## src/sv/tgf_pkg.sv

```systemverilog
// Shared types and event codes for the touch ghost-frame filter.
package tgf_pkg;

    localparam logic [15:0] TYPE_SYN    = 16'h0000;
    localparam logic [15:0] TYPE_ABS    = 16'h0003;
    localparam logic [15:0] CODE_REPORT = 16'h0000;
    localparam logic [15:0] CODE_SLOT   = 16'h002f;
    localparam logic [15:0] CODE_TRACK  = 16'h0039;
    localparam logic [15:0] CODE_X      = 16'h0035;
    localparam logic [15:0] CODE_Y      = 16'h0036;
    localparam logic [15:0] CODE_TMAJOR = 16'h0030;
    localparam logic [15:0] CODE_WMAJOR = 16'h0032;
    localparam logic [15:0] CODE_PRESS  = 16'h003a;

    localparam logic [31:0] TRACK_LIFT  = 32'hffff_ffff;

    localparam int WORD_W  = 64;
    localparam int STAMP_W = 52;

    // One classified event on its way from the front to the back.
    typedef struct packed {
        logic [15:0] ev_type;
        logic [15:0] ev_code;
        logic [31:0] ev_value;
        logic [31:0] seconds;
        logic [19:0] micro;
        logic        is_report;
        logic        pass;
    } t_cmd;

endpackage

```

## src/sv/tgf_cmd_queue.sv

```systemverilog
// Two-entry queue of classified events between the front and the back.
module tgf_cmd_queue (
    input  logic          i_clk,
    input  logic          i_rst_n,
    input  logic          i_push,
    input  tgf_pkg::t_cmd i_cmd,
    output logic          o_full,
    input  logic          i_pop,
    output tgf_pkg::t_cmd o_cmd,
    output logic          o_empty
);
    import tgf_pkg::*;

    t_cmd       r_mem [2];
    logic       r_wp, n_wp;
    logic       r_rp, n_rp;
    logic [1:0] r_cnt, n_cnt;
    logic       do_push;
    logic       do_pop;

    assign o_full  = (r_cnt == 2'd2);
    assign o_empty = (r_cnt == 2'd0);
    assign o_cmd   = r_mem[r_rp];
    assign do_push = i_push && !o_full;
    assign do_pop  = i_pop && !o_empty;

    always_comb begin
        n_wp  = do_push ? ~r_wp : r_wp;
        n_rp  = do_pop ? ~r_rp : r_rp;
        n_cnt = r_cnt + 2'(do_push) - 2'(do_pop);
    end

    always_ff @(posedge i_clk) begin
        if (do_push) r_mem[r_wp] <= i_cmd;
    end

    always_ff @(posedge i_clk) begin
        if (!i_rst_n) begin
            r_wp  <= 1'b0;
            r_rp  <= 1'b0;
            r_cnt <= 2'd0;
        end else begin
            r_wp  <= n_wp;
            r_rp  <= n_rp;
            r_cnt <= n_cnt;
        end
    end

endmodule

```

## config.mk

```make
export PLATFORM = sky130hd
export DESIGN_NAME = tgf_cmd_queue
export DESIGN_NICKNAME = d
export VERILOG_FILES = /design/src/sv/tgf_pkg.sv /design/src/sv/tgf_cmd_queue.sv
export SDC_FILE = /design/constraint.sdc
export NUM_CORES = 1
export LEC_CHECK = 0
export BUFFER_PORTS_ARGS = -buffer_cell sky130_fd_sc_hd__buf_2
export CAP_MARGIN = 5
export CORE_MARGIN = 2
export CORE_UTILIZATION = 55
export DETAILED_ROUTE_END_ITERATION = 7
export GPL_ROUTABILITY_DRIVEN = 0
export PLACE_DENSITY = 0.81
export RECOVER_POWER = 25
export SLEW_MARGIN = 25
export SYNTH_ARGS = -nofsm -noshare
export SYNTH_HDL_FRONTEND = slang
export SYNTH_SLANG_ARGS = --single-unit
```

## constraint.sdc

```tcl
create_clock -name i_clk -period 21.3 [get_ports i_clk]
set_clock_uncertainty 0.15 [all_clocks]
set_input_delay 6.39 -clock i_clk [delete_from_list [all_inputs] [get_ports i_clk]]
set_output_delay 6.39 -clock i_clk [all_outputs]
set_load 0.02 [all_outputs]
```

==> results.md <==
Clocking:
- The total clock buffers created by CTS is 23.
- The clock-pin slew on the worst setup and hold paths is 0.06 ns.
- The H-tree depth reported by CTS is 1.
- TritonCTS built the clock tree.
- Gates resized during post-CTS repair numbered 0.
- The number of hold buffers added after CTS is 0.
- After clock tree synthesis, the setup repair step added 0 buffers.
- The maximum count of clock buffers along a single path is 3.
- The tree built by TritonCTS fans out to 241 sinks.
- The clock latency on the worst-skew pair is between 0.4 and 0.5 ns.
- The root buffer cell is clkbuf_16.

Power:
- Across the VDD grid, the largest voltage drop is around 0.000090 V.
- The leakage power summed over all cells is approximately 4.1 nW.
- Dividing total power by cell area gives a power density of between 100 and 150 nW/µm².
- The design draws around 1.4 mW.

Die:
- The floorplan die width is ~130 µm.
- The standard-cell row count is 46.
- The effective utilization at floorplan is 55.89%.
- The die footprint is about 17000 µm².
- The total area inside the core boundary comes to roughly 16000 µm².
- The boundary pin count is 242.
- The vertical extent of the die is approximately 130 µm.

Logic synthesis:
- Yosys mapped a number of flops with a built-in enable equal to 236.
- Counting every net in the synthesized netlist gives just over 500.
- The average size of a mapped cell is between 20 and 25 µm².
- In this run, distinct cell masters in the synthesized netlist total 18.
- Counting flops with an async set or reset pin after synthesis yields a share of 0%.
- Yosys attributes the largest share of cell area to edfxtp_1 (80%), mux2_2 (13%), mux2_4 (3.4%).
- After synthesis, the largest area contributor takes up between 80% and 90% of total cell area.
- Sequential cells were found to cover between 80% and 90% of the synthesized design area.
- The number of warnings issued by yosys is 0.
- edfxtp_1 takes more of the synthesized area than any other cell.
- The flip-flop and latch count after synthesis is 241.
- The cell count after synthesis is just under 400.
- The most used flip-flop cell after synthesis is edfxtp_1.
- By count the netlist is led by edfxtp_1 (236), mux2_2 (98), mux2_4 (20).
- The dominant cell by count in the synthesized netlist is edfxtp_1.
- After synthesis the cells add up to ~9000 µm².

STA:
- The final-report max-slew violation count is 0.
- For the pin with the worst max-slew slack, the measured transition is 0.9080 ns.
- The final number of hold-violating endpoints was 0.
- Summed over all failing endpoints, the final setup total negative slack is 0 ns.
- Setup violations remaining at the end of the flow were counted as 0.
- The final period demand of the worst path is about 9.3 ns.
- The worst hold-check slack is around 0.4 ns.
- In the finished design, the share of the clock period the worst path needs comes to between 40% and 50%.
- The worst-case headroom to the max-slew limit is 39.46%.
- Setup repair after global routing left no endpoint under its margin.
- For this run, the top clock speed supported by timing is about 0.11 GHz.

Finish:
- The number of nets in the layout is around 780.
- The post-route netlist has 55.86% of its cells at a drive strength greater than 1.
- The design area is approximately 11000 µm².
- The number of cells in the finished layout apart from fillers is 883.
- The post-synthesis to final-layout area growth is 23.29%.

Critical path:
- The cell family with the largest share of critical-path delay is buffers and inverters.
- The kind of launch point of the worst setup path is a register.
- The slowest library cell on the worst path is dfxtp_4.
- STA classifies the critical path endpoint as an output pin.
- STA puts the critical path data arrival time at roughly 2.8 ns.
- Of all nets on the critical path, the largest fanout is between 60 and 70.
- Walking the worst path, the cells encountered are buf_4, mux2_2, buf_2.
- The required time of the critical path is between 10 and 15 ns.
- Counting both buffers and inverters, the worst setup path holds a total of 2.
- The critical path class is reg -> out.
- For this run, the slowest stage of the critical path takes just over 0.8 ns.
- The worst register-to-register path has a setup slack of about 19 ns.

Drt:
- The total number of vias is approximately 4500.
- The routed design has around 16000 µm of wire.
- The number of vias per cell after detailed routing is between 5 and 6.
- For this run, the detailed router's first-pass iteration total came to 4.
- The number of DRC violations after detailed routing is 0.
- The count of routing violations after the opening detailed-route iteration is roughly 210.
- The remaining antenna violation count is 0.
- Dividing the detail-routed wire length by the instance count gives 18.25 µm.

Place:
- In this run, placement finished with an instance count of ~840.
- Detailed placement finished with a half-perimeter wire length of 10790 µm.
- The number of port buffers is around 240.
- The cell area reported after detailed placement is between 10000 and 15000 µm².

Global route:
- Entering global routing, the biggest net connects between 60 and 70 pins.
- For this run, the total global-route usage over all layers was measured as around 18%.
- The total grt overflow is 0.
- The via count of the first global-routing pass is 4745.
- The initial antenna violation count is 3.
- The first-pass GRT wire length is 23550 µm.

Status:
- The run finished with clean final reports.

Worst hold path:
- In this run the worst hold path is classified as reg -> reg.

Flow run:
- The count of maximum capacitance violations is 0.
layout by cell type, fill, tap and decap left out, types with 3 or more instances in the layout:
cell and instances:
mux2_2 98, clkinv_1 6, nor2_1 4, clkbuf_16 23, buf_2 221, dfxtp_1 4, mux2_4 20, edfxtp_1 236
buf_4 4, clkinv_2 3, inv_1 3, clkbuf_1 27
path summary, 6_finish.rpt:
path	to	start	cells past startpoint
worst max-delay path	o_cmd[11]	register	3
worst min register to register	register	r_rp$_SDFFE_PN0P_	2
worst min-delay path	register	r_rp$_SDFFE_PN0P_	2
worst max register to register	r_mem[1][77]$_DFFE_PP_	r_cnt[0]$_SDFF_PN0_	3
power breakdown:
| group | internal [mW] | total, mW | switching [mW] | leakage (nW) |
|---|---|---|---|---|
| Combinational | 0.162 | 0.398 | 0.236 | 1.50 |
| Clock | 0.198 | 0.352 | 0.154 | 0.314 |
| Sequential | 0.612 | 0.646 | 0.0339 | 2.25 |
logic make-up (layout without fill, tap and decap cells):
kind of cell,count (synthesis),in the layout,share of synthesized area (%)
flip-flops,241,241,81.53
buffers and inverters,16,288,1.150
other,0,1,0
AO/OA/AOI/OAI,1,1,0.08520
multiplexers,119,119,16.04
AND/OR/NAND/NOR,13,13,0.7097
adder cells (fa/ha/maj),2,2,0.2838
XOR/XNOR,2,2,0.1988
worst register-to-register path, stage by stage, from the launching register on:
cell and delay, ns:
dfxtp_1 0.37, nand2b_1 0.18, and3_4 0.67, buf_4 0.83
flip-flops by register name, summed over array words and instances (netlist names), named ones only:
register / flops
r_mem: 236
r_cnt: 2
r_rp: 1
r_wp: 1
final cells by class:
cell class / instances / area (µm²)
diodes: 1 / 2.502
clock buffers: 31 / 605.6
clock inverters: 9 / 37.54
fillers: 1064 / 4902
inverters: 3 / 11.26
multi-input cells: 137 / 1539
flip-flops and latches: 241 / 7191
well taps: 216 / 270.3
repair buffers: 245 / 1211
stage by stage:
stage          setup WS [ns]  utilization (%)
2_1_floorplan          9.164                -
6_report               11.98            68.91
3_3_place_gp           12.47            64.98
5_1_grt                11.80            68.90
3_5_place_dp           12.45            64.98
4_1_cts                11.91            69.06
layer usage:
| metal | wire length, µm | track usage [%] |
|---|---|---|
| met5 | 24 | 0 |
| met4 | 301 | 5.194 |
| met3 | 1467 | 6.637 |
| met2 | 8243 | 31.86 |
| met1 | 6076 | 20.84 |
Note: power is estimated with default switching activity, not from simulation.
