### config.mk
export PLATFORM = sky130hd
export DESIGN_NAME = tgf_front
export DESIGN_NICKNAME = d
export VERILOG_FILES = /design/src/sv/tgf_pkg.sv /design/src/sv/tgf_front.sv
export SDC_FILE = /design/constraint.sdc
export NUM_CORES = 1
export LEC_CHECK = 0
export ABC_AREA = 1
export BUFFER_PORTS_ARGS = -buffer_cell sky130_fd_sc_hd__clkbuf_2
export CAP_MARGIN = 30
export CORE_MARGIN = 1
export CORE_UTILIZATION = 43
export CTS_CLUSTER_SIZE = 16
export DETAILED_ROUTE_END_ITERATION = 12
export PLACE_DENSITY = 0.8
export SLEW_MARGIN = 20
export SYNTH_ARGS = -nofsm -noshare
export SYNTH_HDL_FRONTEND = slang
export SYNTH_SLANG_ARGS = --single-unit
### constraint.sdc
create_clock -name i_clk -period 1.8 [get_ports i_clk]
set_input_delay 0.18 -clock i_clk [delete_from_list [all_inputs] [get_ports i_clk]]
set_output_delay 0.18 -clock i_clk [all_outputs]
set_load 0.03 [all_outputs]
### src/sv/tgf_pkg.sv
// Shared types and event codes for the touch ghost-frame filter.
package tgf_pkg;

    localparam logic [15:0] TYPE_SYN    = 16'h0000;
    localparam logic [15:0] TYPE_ABS    = 16'h0003;
    localparam logic [15:0] CODE_REPORT = 16'h0000;
    localparam logic [15:0] CODE_SLOT   = 16'h002f;
    localparam logic [15:0] CODE_TRACK  = 16'h0039;
    localparam logic [15:0] CODE_X      = 16'h0035;
    localparam logic [15:0] CODE_Y      = 16'h0036;
    localparam logic [15:0] CODE_TMAJOR = 16'h0030;
    localparam logic [15:0] CODE_WMAJOR = 16'h0032;
    localparam logic [15:0] CODE_PRESS  = 16'h003a;

    localparam logic [31:0] TRACK_LIFT  = 32'hffff_ffff;

    localparam int WORD_W  = 64;
    localparam int STAMP_W = 52;

    // One classified event on its way from the front to the back.
    typedef struct packed {
        logic [15:0] ev_type;
        logic [15:0] ev_code;
        logic [31:0] ev_value;
        logic [31:0] seconds;
        logic [19:0] micro;
        logic        is_report;
        logic        pass;
    } t_cmd;

endpackage

### src/sv/tgf_front.sv
// Front end: accepts events, tracks per-slot contact marks, judges frames.
module tgf_front #(
    parameter int SLOT_COUNT = 10
) (
    input  logic               i_clk,
    input  logic               i_rst_n,
    input  logic               i_push,
    output logic               o_full,
    input  logic [15:0]        i_event_type,
    input  logic [15:0]        i_event_code,
    input  logic signed [31:0] i_event_value,
    input  logic [31:0]        i_time_seconds,
    input  logic [19:0]        i_time_micro,
    output logic               o_cmd_push,
    output tgf_pkg::t_cmd      o_cmd,
    input  logic               i_cmd_full
);
    import tgf_pkg::*;

    localparam int SLOT_W = (SLOT_COUNT > 1) ? $clog2(SLOT_COUNT) : 1;

    logic [SLOT_COUNT-1:0] r_active, n_active;
    logic [SLOT_COUNT-1:0] r_known, n_known;
    logic [SLOT_COUNT-1:0] r_press, n_press;
    logic [SLOT_COUNT-1:0] r_xseen, n_xseen;
    logic [SLOT_COUNT-1:0] r_yseen, n_yseen;
    logic [SLOT_W-1:0]     r_slot, n_slot;

    logic        accept;
    logic        is_abs;
    logic        is_report;
    logic [31:0] uval;

    assign o_full     = i_cmd_full;
    assign accept     = i_push && !i_cmd_full;
    assign o_cmd_push = accept;
    assign is_abs     = (i_event_type == TYPE_ABS);
    assign is_report  = (i_event_type == TYPE_SYN) && (i_event_code == CODE_REPORT);
    assign uval       = i_event_value;

    always_comb begin
        o_cmd.ev_type   = i_event_type;
        o_cmd.ev_code   = i_event_code;
        o_cmd.ev_value  = uval;
        o_cmd.seconds   = i_time_seconds;
        o_cmd.micro     = i_time_micro;
        o_cmd.is_report = is_report;
        // drop the frame if any live contact shows pressure with no position
        o_cmd.pass      = ~|(r_active & r_press & ~r_known);
    end

    always_comb begin
        n_active = r_active;
        n_known  = r_known;
        n_press  = r_press;
        n_xseen  = r_xseen;
        n_yseen  = r_yseen;
        n_slot   = r_slot;
        if (accept && is_abs) begin
            unique case (i_event_code)
                CODE_SLOT: begin
                    n_slot = (uval < 32'(SLOT_COUNT)) ? uval[SLOT_W-1:0] : '0;
                end
                CODE_TRACK: begin
                    if (uval == TRACK_LIFT) begin
                        n_active[r_slot] = 1'b0;
                        n_known[r_slot]  = 1'b0;
                    end else begin
                        n_active[r_slot] = 1'b1;
                    end
                end
                CODE_X: begin
                    n_xseen[r_slot] = 1'b1;
                    if (r_yseen[r_slot]) n_known[r_slot] = 1'b1;
                end
                CODE_Y: begin
                    n_yseen[r_slot] = 1'b1;
                    if (r_xseen[r_slot]) n_known[r_slot] = 1'b1;
                end
                CODE_TMAJOR, CODE_WMAJOR, CODE_PRESS: begin
                    n_press[r_slot] = 1'b1;
                end
                default: begin
                end
            endcase
        end
        if (accept && is_report) begin
            n_press = '0;
            n_xseen = '0;
            n_yseen = '0;
        end
    end

    always_ff @(posedge i_clk) begin
        if (!i_rst_n) begin
            r_active <= '0;
            r_known  <= '0;
            r_press  <= '0;
            r_xseen  <= '0;
            r_yseen  <= '0;
            r_slot   <= '0;
        end else begin
            r_active <= n_active;
            r_known  <= n_known;
            r_press  <= n_press;
            r_xseen  <= n_xseen;
            r_yseen  <= n_yseen;
            r_slot   <= n_slot;
        end
    end

endmodule

==> flow_summary.yaml <==
yosys:
  ys_seq_elements: 54
  synth_ff_type: "dfxtp_1"
  synth_edf_count: 0
  syn_avg_cell_area_sq_um: 6.79
  netlist_top_cells_area: "dfxtp_1 (29%), buf_4 (24%), nor2_1 (8.2%)"
  post-synth-top-count-cell: "buf_4"
  yosysWarnings: 0
  netlist.area_leader.share: 0.291
  yosys.area.top_type: "dfxtp_1"
  ys_top_cells_by_count: "buf_4 (121), nor2_1 (81), nand2_1 (73), dfxtp_1 (54), nand3_1 (53)"
  yosysSeqAreaShare: 0.291
  async_flop_share: 0
  ys_types: 26
  synth_area_sq_um: 3710
  synthesis.nets: 667
  syn-instance-count: 547
power:
  clkPwrFrac: 0.284
  p_leak_uw: 0.00174
  powerDensity_nw_per_um2: 611
  seqPwrFrac: 0.523
  swShare: 0.304
  vdd_drop_max_mv: 0.302
  power.share.combinational: 0.194
  intPower_uw: 1590
  p_switching_uw: 695
timing:
  rsz0062_at_grt: "no"
  worst_pin_slew_ps: 494
  layout_min_cycle_time_ps: 1590
  finalSetupViolations: 0
  slew-limit-headroom: 0.670
  tns_ps: 0
  clock_skew_ps: 13.7
  hold_viol: 0
  slew_viol_final: 0
  finalCritPeriodShare: 0.884
  setup_slack_ps: 209
  max_freq_mhz: 628
floorplan:
  initial_core_util: 0.448
  core_sq_um: 8300
  die-area_sq_um: 9010
  fp.dieH_um: 94.9
  rows: 33
  dieWidth_um: 94.9
  top_level_ports: 240
clock_network:
  cts_tree: "yes"
  h-tree-depth: 2
  clk_pin_slew_ps: 90
  root_buffer: "clkbuf_8"
  max-clock-path-buffers: 2
  cts_hold_buf: 0
  cts_buffers: 5
  insertion_delay_ps: 310
  cts_sinks: 54
worst_setup_path:
  cp_slowest_cell: "dfxtp_1"
  critPathLaunchType: "flop"
  crit_top_cell: "nand2_1"
  r2r_setup_slack_ps: 210
  path_buf_inv: 3
  critical_path.max_fanout: 10
  crit_arrival_ps: 1780
  rr_worst_depth: 11
  cp-end-kind: "flop"
  crit_chain: "inv_1, nand2_1, inv_1, nand3_1, nand2_1, a21oi_1, nand2_1, nand2_1, clkinv_2, nand3_1, a21oi_1"
  crit_family: "simple AND/OR/NAND/NOR gates"
  slowest_delay_ps: 360
  worstPathRequired_ps: 1990
  crit_type: "flop to flop"
  r2r_start: "r_slot[2]"
global_routing:
  grtUsageTotal: 0.214
  antenna_found_initial: 0
  grt_start_max_net_pins: 17
  overflow: 0
  grt_pass1_vias: 3144
  grt_pass1_wl_um: 14800
hold_path:
  hold_depth: 3
  hold_start: "i_event_value[2]"
  holdPathEnd: "r_slot[2]"
  hold_path.class: "primary input to flop"
drt:
  viasPerCell: 5.18
  wire_per_inst_um: 14.2
  final_antenna_net_count: 0
  drc: 0
  drtIter0Drc: 184
  dr.pass1.iters: 5
  wl_um: 9610
  dr_total_vias: 3499
placed_design:
  place_ws_ps: 131
  numPortBuffers: 135
  gp_congestion: 0.946
  hpwlAfterDp_um: 7900
finish:
  area_delta_synth_final_pct: 0.505
  antenna_cells: 0
  drive_gt1_frac: 0.306
  layout.nets: 691
flow_run:
  maxCapViolCount: 0
outcome:
  status: "completed"
[placed cells by master (no fill, tap or decap), drive strengths merged]
master,Yosys,layout
nor4,13,13
clkinv,2,1
nand4,17,17
nand2,75,75
clkbuf,2,140
o21ai,11,11
or2,1,1
nor2,90,90
dfxtp,54,54
nor3,11,11
inv,43,44
o211ai,1,1
buf,125,9
nand3,56,56
a21oi,46,46
clkinvlp,0,2
[metrics by stage]
| stage | util | std cells | hold WS [ps] | total power, uW | cell area [sq um] |
|---|---|---|---|---|---|
| after floorplan | - | 547 | 340 | 1780 | 3710 |
| after global placement | 0.440 | 669 | 360 | 1660 | 3650 |
| after detailed placement | 0.440 | 669 | 360 | 1660 | 3650 |
| after CTS | 0.450 | 676 | 159 | 2300 | 3730 |
| after global routing | 0.450 | 676 | 186 | 2370 | 3730 |
| final | 0.450 | 676 | 162 | 2280 | 3730 |
[per-layer routing]
| metal | wire length (um) | vias up | GRT usage | part of all wire |
|---|---|---|---|---|
| li1 | - | 1714 | - | - |
| met2 | 4370 | 160 | 0.357 | 0.46 |
| met5 | 0 | - | 0 | 0 |
| met1 | 3850 | 1580 | 0.242 | 0.40 |
| met4 | 515 | 0 | 0.128 | 0.054 |
| met3 | 867 | 45 | 0.0572 | 0.090 |
[repair_timing]
item | in CTS | in global routing
resized for setup | 0 | 2
buffers inserted | 0 | 0
endpoints found under the setup margin | 0 | 10
[how the worst max path moves through the flow]
| stage | start | endpoint | cells past startpoint |
|---|---|---|---|
| after detailed placement | r_slot[0] | flop | 11 |
| after global routing | r_slot[2] | flop | 11 |
| after global placement | i_event_type[13] | r_slot[0] | 9 |
| final | r_slot[2] | flop | 11 |
| after CTS | r_slot[0] | flop | 11 |
| after floorplan | flop | o_cmd[0] | 4 |
[power by group through the flow]
stage,registers [uW],logic [uW],clock network (uW)
floorplan,1220,554,0
global placement,1220,438,0
detailed placement,1220,442,0
CTS,1190,443,661
global route,1190,474,702
finish,1190,442,648
[logic make-up (layout without fill, tap and decap cells)]
logic type             after synthesis  in the layout  share of synthesized area
flip-flops                          54             54                      0.291
buffers and inverters              172            196                      0.299
AND/OR/NAND/NOR                    263            263                      0.331
AO/OA/AOI/OAI                       58             58                     0.0788
[area by class of cell]
class | count | area [sq um]
Clock inverter | 2 | 15.0
Tap cell | 105 | 131
Clock buffer | 5 | 68.8
Inverter | 45 | 170
Sequential cell | 54 | 1080
Fill cell | 850 | 4570
Multi-Input combinational cell | 321 | 1520
Timing Repair Buffer | 144 | 743
[worst min-delay path: cells and delay by family]
| kind | cells | cell delay (ps) |
|---|---|---|
| AND/OR/NAND/NOR | 1 | 80 |
| AO/OA/AOI/OAI | 1 | 50 |
| buffers and inverters | 1 | 110 |
(Power assumes the default switching activity.)
